### src/rtl/mexp_pkg.sv
`default_nettype none
// ----------------------------------------------------------------------------
// mexp_pkg
// Shared types and constants for the modular exponentiation block: payload
// structs, controller states and the command/status bundles.
// ----------------------------------------------------------------------------
package mexp_pkg;

   localparam int OPERAND_WIDTH = 32;
   localparam int CNT_WIDTH     = $clog2(OPERAND_WIDTH);

   typedef struct packed {
      logic [OPERAND_WIDTH-1:0] base;
      logic [OPERAND_WIDTH-1:0] exponent;
      logic [OPERAND_WIDTH-1:0] modulus;
   } req_type;

   typedef struct packed {
      logic [OPERAND_WIDTH-1:0] power_residue;
      logic                     zero_modulus;
   } rsp_type;

   typedef enum logic [3:0] {
      ST_IDLE,
      ST_REDUCE,
      ST_LOAD_BASE,
      ST_SQ_START,
      ST_SQUARE,
      ST_SQ_END,
      ST_MUL_START,
      ST_MULT,
      ST_MUL_END,
      ST_FINISH
   } state_type;

   typedef struct packed {
      logic load;
      logic reduce_step;
      logic base_take;
      logic mul_start;
      logic mul_by_base;
      logic mul_step;
      logic acc_take;
      logic exp_shift;
      logic out_load;
   } cmd_type;

   typedef struct packed {
      logic mod_zero;
      logic step_last;
      logic exp_last;
      logic exp_bit;
   } status_type;

endpackage
`default_nettype wire

### src/rtl/mexp_datapath.sv
`default_nettype none
// ----------------------------------------------------------------------------
// mexp_datapath
// Operand registers, exponent shifter, shift-subtract base reduction and an
// interleaved modular multiplier that handles one multiplier bit per cycle.
// ----------------------------------------------------------------------------
module mexp_datapath (
   input  wire                  clock,
   input  wire                  reset,
   input  mexp_pkg::cmd_type    cmd,
   input  mexp_pkg::req_type    req_data,
   output mexp_pkg::status_type status,
   output mexp_pkg::rsp_type    rsp_data
);
   import mexp_pkg::*;

   localparam int W = OPERAND_WIDTH;

   logic [W-1:0]         mod_ff;
   logic [W-1:0]         base_ff;
   logic [W-1:0]         exp_ff;
   logic [W-1:0]         opx_ff;
   logic [W-1:0]         opy_ff;
   logic [W-1:0]         r_ff;
   logic [W-1:0]         acc_ff;
   logic                 zero_ff;
   logic [CNT_WIDTH-1:0] cnt_ff;
   logic [CNT_WIDTH-1:0] exp_cnt_ff;
   rsp_type              rsp_ff;

   logic [W:0]   red_t;
   logic [W-1:0] red_in;
   logic [W+1:0] mul_t;
   logic [W+1:0] mod1;
   logic [W+1:0] mod2;
   logic [W+1:0] mul_wide;
   logic [W-1:0] mul_in;

   // remainder step: shift in one base bit, subtract modulus once
   always_comb begin
      red_t = {r_ff, opy_ff[W-1]};
      if (red_t >= {1'b0, mod_ff}) begin
         red_in = W'(red_t - {1'b0, mod_ff});
      end else begin
         red_in = red_t[W-1:0];
      end
   end

   // multiply step: r = 2r + bit*x, then bring below the modulus
   always_comb begin
      mod1  = {2'b00, mod_ff};
      mod2  = {1'b0, mod_ff, 1'b0};
      mul_t = {1'b0, r_ff, 1'b0} + (opy_ff[W-1] ? {2'b00, opx_ff} : '0);
      if (mul_t >= mod2) begin
         mul_wide = mul_t - mod2;
      end else if (mul_t >= mod1) begin
         mul_wide = mul_t - mod1;
      end else begin
         mul_wide = mul_t;
      end
      mul_in = mul_wide[W-1:0];
   end

   always_ff @(posedge clock) begin
      if (cmd.load) begin
         mod_ff  <= req_data.modulus;
         zero_ff <= (req_data.modulus == '0);
      end
   end

   always_ff @(posedge clock) begin
      if (cmd.load) begin
         exp_ff     <= req_data.exponent;
         exp_cnt_ff <= CNT_WIDTH'(W - 1);
      end else if (cmd.exp_shift) begin
         exp_ff     <= {exp_ff[W-2:0], 1'b0};
         exp_cnt_ff <= exp_cnt_ff - 1'b1;
      end
   end

   always_ff @(posedge clock) begin
      if (cmd.load) begin
         opy_ff <= req_data.base;
         r_ff   <= '0;
         cnt_ff <= CNT_WIDTH'(W - 1);
      end else if (cmd.reduce_step) begin
         opy_ff <= {opy_ff[W-2:0], 1'b0};
         r_ff   <= red_in;
         cnt_ff <= cnt_ff - 1'b1;
      end else if (cmd.mul_start) begin
         opx_ff <= acc_ff;
         opy_ff <= cmd.mul_by_base ? base_ff : acc_ff;
         r_ff   <= '0;
         cnt_ff <= CNT_WIDTH'(W - 1);
      end else if (cmd.mul_step) begin
         opy_ff <= {opy_ff[W-2:0], 1'b0};
         r_ff   <= mul_in;
         cnt_ff <= cnt_ff - 1'b1;
      end
   end

   always_ff @(posedge clock) begin
      if (cmd.base_take) begin
         base_ff <= r_ff;
      end
   end

   always_ff @(posedge clock) begin
      if (cmd.load) begin
         if (req_data.modulus == W'(0) || req_data.modulus == W'(1)) begin
            acc_ff <= '0;
         end else begin
            acc_ff <= W'(1);
         end
      end else if (cmd.acc_take) begin
         acc_ff <= r_ff;
      end
   end

   always_ff @(posedge clock) begin
      if (cmd.out_load) begin
         rsp_ff.power_residue <= acc_ff;
         rsp_ff.zero_modulus  <= zero_ff;
      end
   end

   assign status.mod_zero  = (req_data.modulus == '0);
   assign status.step_last = (cnt_ff == '0);
   assign status.exp_last  = (exp_cnt_ff == '0);
   assign status.exp_bit   = exp_ff[W-1];
   assign rsp_data         = rsp_ff;

`ifndef SYNTHESIS
   a_mul_rem_below_mod: assert property (@(posedge clock) disable iff (reset)
      cmd.mul_step |-> r_ff < mod_ff)
      else $error("multiplier partial result not below modulus");

   a_acc_below_mod: assert property (@(posedge clock) disable iff (reset)
      cmd.mul_start |-> (acc_ff < mod_ff) && (base_ff < mod_ff || !cmd.mul_by_base))
      else $error("multiplier operand not reduced");

   a_reduce_below_mod: assert property (@(posedge clock) disable iff (reset)
      cmd.base_take |-> r_ff < mod_ff)
      else $error("reduced base not below modulus");
`endif

endmodule
`default_nettype wire

### src/rtl/mexp_controller.sv
`default_nettype none
// ----------------------------------------------------------------------------
// mexp_controller
// Sequencer for base reduction and the square-and-multiply loop; owns the
// request/response handshake.
// ----------------------------------------------------------------------------
module mexp_controller (
   input  wire                  clock,
   input  wire                  reset,
   input  wire                  req_valid,
   output logic                 req_ready,
   output logic                 rsp_valid,
   input  wire                  rsp_ready,
   input  mexp_pkg::status_type status,
   output mexp_pkg::cmd_type    cmd
);
   import mexp_pkg::*;

   state_type state_ff;
   state_type state_in;
   logic      rsp_valid_ff;
   logic      rsp_valid_in;

   always_ff @(posedge clock) begin
      if (reset) begin
         state_ff     <= ST_IDLE;
         rsp_valid_ff <= 1'b0;
      end else begin
         state_ff     <= state_in;
         rsp_valid_ff <= rsp_valid_in;
      end
   end

   always_comb begin
      state_in  = state_ff;
      cmd       = '0;
      req_ready = 1'b0;
      case (state_ff)
         ST_IDLE: begin
            req_ready = 1'b1;
            if (req_valid) begin
               cmd.load = 1'b1;
               state_in = status.mod_zero ? ST_FINISH : ST_REDUCE;
            end
         end
         ST_REDUCE: begin
            cmd.reduce_step = 1'b1;
            if (status.step_last) begin
               state_in = ST_LOAD_BASE;
            end
         end
         ST_LOAD_BASE: begin
            cmd.base_take = 1'b1;
            state_in      = ST_SQ_START;
         end
         ST_SQ_START: begin
            cmd.mul_start = 1'b1;
            state_in      = ST_SQUARE;
         end
         ST_SQUARE: begin
            cmd.mul_step = 1'b1;
            if (status.step_last) begin
               state_in = ST_SQ_END;
            end
         end
         ST_SQ_END: begin
            cmd.acc_take = 1'b1;
            if (status.exp_bit) begin
               state_in = ST_MUL_START;
            end else if (status.exp_last) begin
               state_in = ST_FINISH;
            end else begin
               cmd.exp_shift = 1'b1;
               state_in      = ST_SQ_START;
            end
         end
         ST_MUL_START: begin
            cmd.mul_start   = 1'b1;
            cmd.mul_by_base = 1'b1;
            state_in        = ST_MULT;
         end
         ST_MULT: begin
            cmd.mul_step = 1'b1;
            if (status.step_last) begin
               state_in = ST_MUL_END;
            end
         end
         ST_MUL_END: begin
            cmd.acc_take = 1'b1;
            if (status.exp_last) begin
               state_in = ST_FINISH;
            end else begin
               cmd.exp_shift = 1'b1;
               state_in      = ST_SQ_START;
            end
         end
         ST_FINISH: begin
            if (!rsp_valid_ff || rsp_ready) begin
               cmd.out_load = 1'b1;
               state_in     = ST_IDLE;
            end
         end
         default: begin
            state_in = ST_IDLE;
         end
      endcase
   end

   always_comb begin
      if (cmd.out_load) begin
         rsp_valid_in = 1'b1;
      end else if (rsp_ready) begin
         rsp_valid_in = 1'b0;
      end else begin
         rsp_valid_in = rsp_valid_ff;
      end
   end

   assign rsp_valid = rsp_valid_ff;

`ifndef SYNTHESIS
   a_accept_leaves_idle: assert property (@(posedge clock) disable iff (reset)
      (req_valid && req_ready) |=> state_ff != ST_IDLE)
      else $error("transaction accepted but controller stayed idle");

   a_finish_posts_rsp: assert property (@(posedge clock) disable iff (reset)
      cmd.out_load |=> rsp_valid_ff && state_ff == ST_IDLE)
      else $error("finished transaction not posted");

   a_no_overwrite: assert property (@(posedge clock) disable iff (reset)
      cmd.out_load |-> (!rsp_valid_ff || rsp_ready))
      else $error("pending response overwritten");
`endif

endmodule
`default_nettype wire

### src/rtl/modular_exponentiation.sv
`default_nettype none
// ----------------------------------------------------------------------------
// modular_exponentiation
// Computes base^exponent mod modulus with left-to-right square-and-multiply.
// ----------------------------------------------------------------------------
// One transaction at a time. The base is first reduced by a shift-subtract
// remainder. Each of the 32 exponent bits, scanned from bit 31 down, costs
// one modular square and, for a set bit, one modular multiply by the base.
// The modular multiplier works one multiplier bit per cycle and sets the rate.
// A zero modulus returns 0 with zero_modulus set, once the output register
// is free. The response sits in an output register, so a new request is
// taken while the previous response waits.
// ----------------------------------------------------------------------------
module modular_exponentiation (
   input  wire                clock,
   input  wire                reset,
   input  wire                req_valid,
   output logic               req_ready,
   input  mexp_pkg::req_type  req_data,
   output logic               rsp_valid,
   input  wire                rsp_ready,
   output mexp_pkg::rsp_type  rsp_data
);
   import mexp_pkg::*;

   cmd_type    cmd;
   status_type status;

   mexp_controller u_ctrl (
      .clock     (clock),
      .reset     (reset),
      .req_valid (req_valid),
      .req_ready (req_ready),
      .rsp_valid (rsp_valid),
      .rsp_ready (rsp_ready),
      .status    (status),
      .cmd       (cmd)
   );

   mexp_datapath u_dp (
      .clock    (clock),
      .reset    (reset),
      .cmd      (cmd),
      .req_data (req_data),
      .status   (status),
      .rsp_data (rsp_data)
   );

endmodule
`default_nettype wire
### config.mk
export PLATFORM = sky130hd
export DESIGN_NAME = modular_exponentiation
export DESIGN_NICKNAME = d
export VERILOG_FILES = /design/src/rtl/mexp_pkg.sv /design/src/rtl/mexp_datapath.sv /design/src/rtl/mexp_controller.sv /design/src/rtl/modular_exponentiation.sv
export SDC_FILE = /design/constraint.sdc
export NUM_CORES = 1
export LEC_CHECK = 0
export BUFFER_PORTS_ARGS = -buffer_cell sky130_fd_sc_hd__buf_2
export CORE_UTILIZATION = 50
export DETAILED_ROUTE_END_ITERATION = 8
export PLACE_DENSITY = 0.68
export SYNTH_ARGS = -nofsm -noshare
export SYNTH_HDL_FRONTEND = slang
export SYNTH_SLANG_ARGS = --single-unit
### constraint.sdc
create_clock -name clock -period 10.01 [get_ports clock]
set_input_delay 2.002 -clock clock [delete_from_list [all_inputs] [get_ports clock]]
set_output_delay 2.002 -clock clock [all_outputs]
set_load 0.01 [all_outputs]
==> metrics <==
worst r2r dst u_dp.r_ff[29]$_SDFFE_PP0P_; Area contributors post-synth edfxtp_1 (38%), ha_1 (9.1%), nand2_1 (5.9%); routed vias/inst 6.01; Seq/Total Area, Yosys 43.2%; remaining antenna violation count 0; Worst Path Required 10470 ps; Final Hold Vio Count 0; clk buf depth 3; number of synthesized register bits 273; clk_lat worst skew 590 ps; drt drc 0; CP Launch Type flip-flop; DIE WIDTH 191 µm; Netlist cell types 88; status finished, final reports clean; H-tree depth 1; Overflow after GRT 0; layout cells sized above 1 11.1%; worst reg-to-reg setup slack 3210 ps; Slew HR 21.1%; detailed-router iteration count before antenna repair 5; Iter 0 DRT Violations 1364; mux cell area share after synthesis 0.980%; hold depth 0; Slowest cell on crit path and3_1; Post-Synth Simple-Gate Area 16.0%; via count 14800; Multi-input gate area 9620 µm²; CTS Hold Bufs 0; hold wc startpoint u_dp.zero_ff$_DFFE_PP_; Setup Skew 14.7 ps; port bufs 134; HP Class flip-flop to flip-flop; CTS sink count 273; R2R cell count 22; routed len/inst 20.2 µm; critical path's top delay family compound AO/OA/AOI/OAI gates; XOR/XNOR share of the synthesized area 5.58%; CORE AREA 34900 µm²; IO Count 135; CTS tree yes; Max Slew Vio Count 0; Compound-Gate Fraction of Synth Area 21.4%; Cell Area, Synth 17900 µm²; fmax 0.147 GHz; register area 7730 µm²; Worst Hold Endpoint u_dp.rsp_data[0]$_DFFE_PP_; RR Startpoint u_dp.opy_ff[31]$_DFFE_PP_; Adder-Cell Fraction of Synth Area 9.54%; final wirelength 49700 µm; Final nets 2220; delay of the slowest cell on the worst path 750 ps; largest net degree at the start of global routing 72; chip height 191 µm; postcts setup bufs 0; final period utilization 67.9%; commonest cells in the netlist nand2_1 (280), edfxtp_1 (226), a21oi_1 (160); number of synthesized flops with an enable pin 226; critical path class flip-flop to flip-flop; CTS clk-pin slew, worst paths 60 ps; Max Cap Viol 0; dominant cell type by area after synthesis edfxtp_1; Synth top area share 37.9%; initial antenna violation count 0; area delta synth->final 11.5%; first-pass GRT wire length 76200 µm; Initial Util 51.3%; CP Cell Sequence and2_1 -> ha_1 -> fa_1 -> a211oi_2 -> o21ai_2 -> o211a_1 -> o211ai_2 -> a31o_2 -> o21ai_1 -> a22o_1 -> xor2_1 -> ha_1 -> a21o_1 -> a21o_1 -> a21o_1 -> nand2b_1 -> a2111oi_1 -> or3_1 -> and3_1 -> nor2_1 -> a221oi_1 -> o22ai_1; largest family of logic cells by synthesized area compound AO/OA/AOI/OAI gates; fill cell count 3066; final setup violation count 0; HPWL after DPL 37100 µm; gr usage total 27.0%; top-count cell post-synth nand2_1; worst-margin pin slew 1180 ps; TNS Setup 0 ps; Main synth FF type edfxtp_1; diode count 0; die area 36500 µm²; fraction of registers with async set/reset 0%; RSZ-0062 raised after global routing false; Buf/Inv on CP 0; Root Driver clkbuf_16; vias in the first global route 13600; Avg Inst Size Synth 9.52 µm²; Yosys warning total 0; most frequent CP cell a21o_1; routability congestion estimate from global placement 0.937; Post-Syn Instances 1879; row cnt 68; CTS Buf Count 30; CP Max Fanout 34; Net Count, Synth 2113; Resized cells post-CTS 0; fin crit period 6800 ps; CP Capture Type flip-flop; Worst Path Arrival 7270 ps
-- stage by stage --
step	std cells	setup WS (ps)	area, µm²	utilization, %	hold WS (ps)
finish	2462	3210	19900	57.2	427
global route	2462	2710	19900	57.2	437
global placement	2409	3410	18900	54.3	404
floorplan	1879	4860	17900	-	400
detailed placement	2409	3200	18900	54.3	406
CTS	2462	3200	19900	57.2	426
-- final cells by class --
type / count / share of cell area (%)
clock buffers: 42 / 4.14
inverters: 65 / 1.22
flip-flops and latches: 273 / 38.8
multi-input cells: 1466 / 48.2
repair buffers: 150 / 3.97
clock inverters: 11 / 0.841
well taps: 455 / 2.85
-- cell usage in the layout (no fill, tap or decap), types with 5 or more instances in the layout --
cell / synthesis / layout
xor2_1: 42 / 42
o21ai_0: 80 / 80
ha_1: 130 / 130
nor2_1: 88 / 88
o31ai_1: 11 / 11
a31oi_1: 46 / 46
nand4_1: 22 / 22
edfxtp_1: 226 / 226
dfxtp_1: 47 / 47
nand2b_1: 19 / 19
nand2_1: 280 / 279
o211ai_1: 27 / 27
o21a_1: 19 / 19
inv_1: 65 / 64
nor3_1: 27 / 25
o31a_1: 5 / 5
nand3_1: 31 / 31
o21bai_1: 17 / 17
a211oi_1: 18 / 18
or3_1: 7 / 7
nor2b_1: 13 / 12
a32oi_1: 5 / 5
buf_2: 12 / 134
xnor2_1: 72 / 72
buf_4: 6 / 16
a21o_1: 58 / 58
a21oi_1: 160 / 159
clkbuf_16: 0 / 30
and2_1: 69 / 69
o21ai_1: 35 / 35
and3_1: 19 / 18
nor4_1: 13 / 13
a221oi_1: 5 / 5
a221o_1: 5 / 5
o221ai_1: 10 / 10
clkbuf_1: 50 / 9
mux2i_1: 13 / 13
o22ai_1: 39 / 39
-- kinds of logic after synthesis --
kind of cell / Yosys count
multiplexers: 17
adder cells (fa/ha/maj): 134
flip-flops: 273
buffers and inverters: 140
AO/OA/AOI/OAI: 592
XOR/XNOR: 114
AND/OR/NAND/NOR: 609
-- registers in the layout, summed over array words and instances, names as in the netlist --
name,cells
u_dp.opx_ff,32
u_dp.mod_ff,32
u_dp.r_ff,32
u_dp.acc_ff,32
u_dp.base_ff,32
u_dp.exp_cnt_ff,5
u_dp.zero_ff,1
u_dp.exp_ff,32
u_dp.rsp_data,33
u_dp.cnt_ff,5
u_dp.opy_ff,32
u_ctrl.rsp_valid,1
u_ctrl.state_ff,4
-- layer usage --
layer	wire length, µm	global-route usage [%]	part of all wire (%)	vias up
met3	3660	4.17	7.4	69
met1	23900	40.9	48	6947
met5	0	0	0	-
met4	1350	6.87	2.7	0
met2	20800	39.8	42	570
li1	-	-	-	7221
-- worst max-delay path by stage --
stage	startpoint	end	slack, ps	depth (start not counted)
CTS	u_dp.opy_ff[31]$_DFFE_PP_	u_dp.r_ff[29]$_SDFFE_PP0P_	3200	22
finish	u_dp.opy_ff[31]$_DFFE_PP_	u_dp.r_ff[29]$_SDFFE_PP0P_	3210	22
global placement	u_dp.opy_ff[31]$_DFFE_PP_	u_dp.r_ff[29]$_SDFFE_PP0P_	3410	22
detailed placement	u_dp.opy_ff[31]$_DFFE_PP_	u_dp.r_ff[29]$_SDFFE_PP0P_	3200	22
global route	u_dp.opy_ff[31]$_DFFE_PP_	u_dp.r_ff[29]$_SDFFE_PP0P_	2710	22
floorplan	u_dp.opy_ff[31]$_DFFE_PP_	u_dp.r_ff[14]$_SDFFE_PP0P_	4860	24
Power is left out: the tool's default activity adds up to more than one toggle a clock period on the data nets, which glitch-free logic cannot reach.
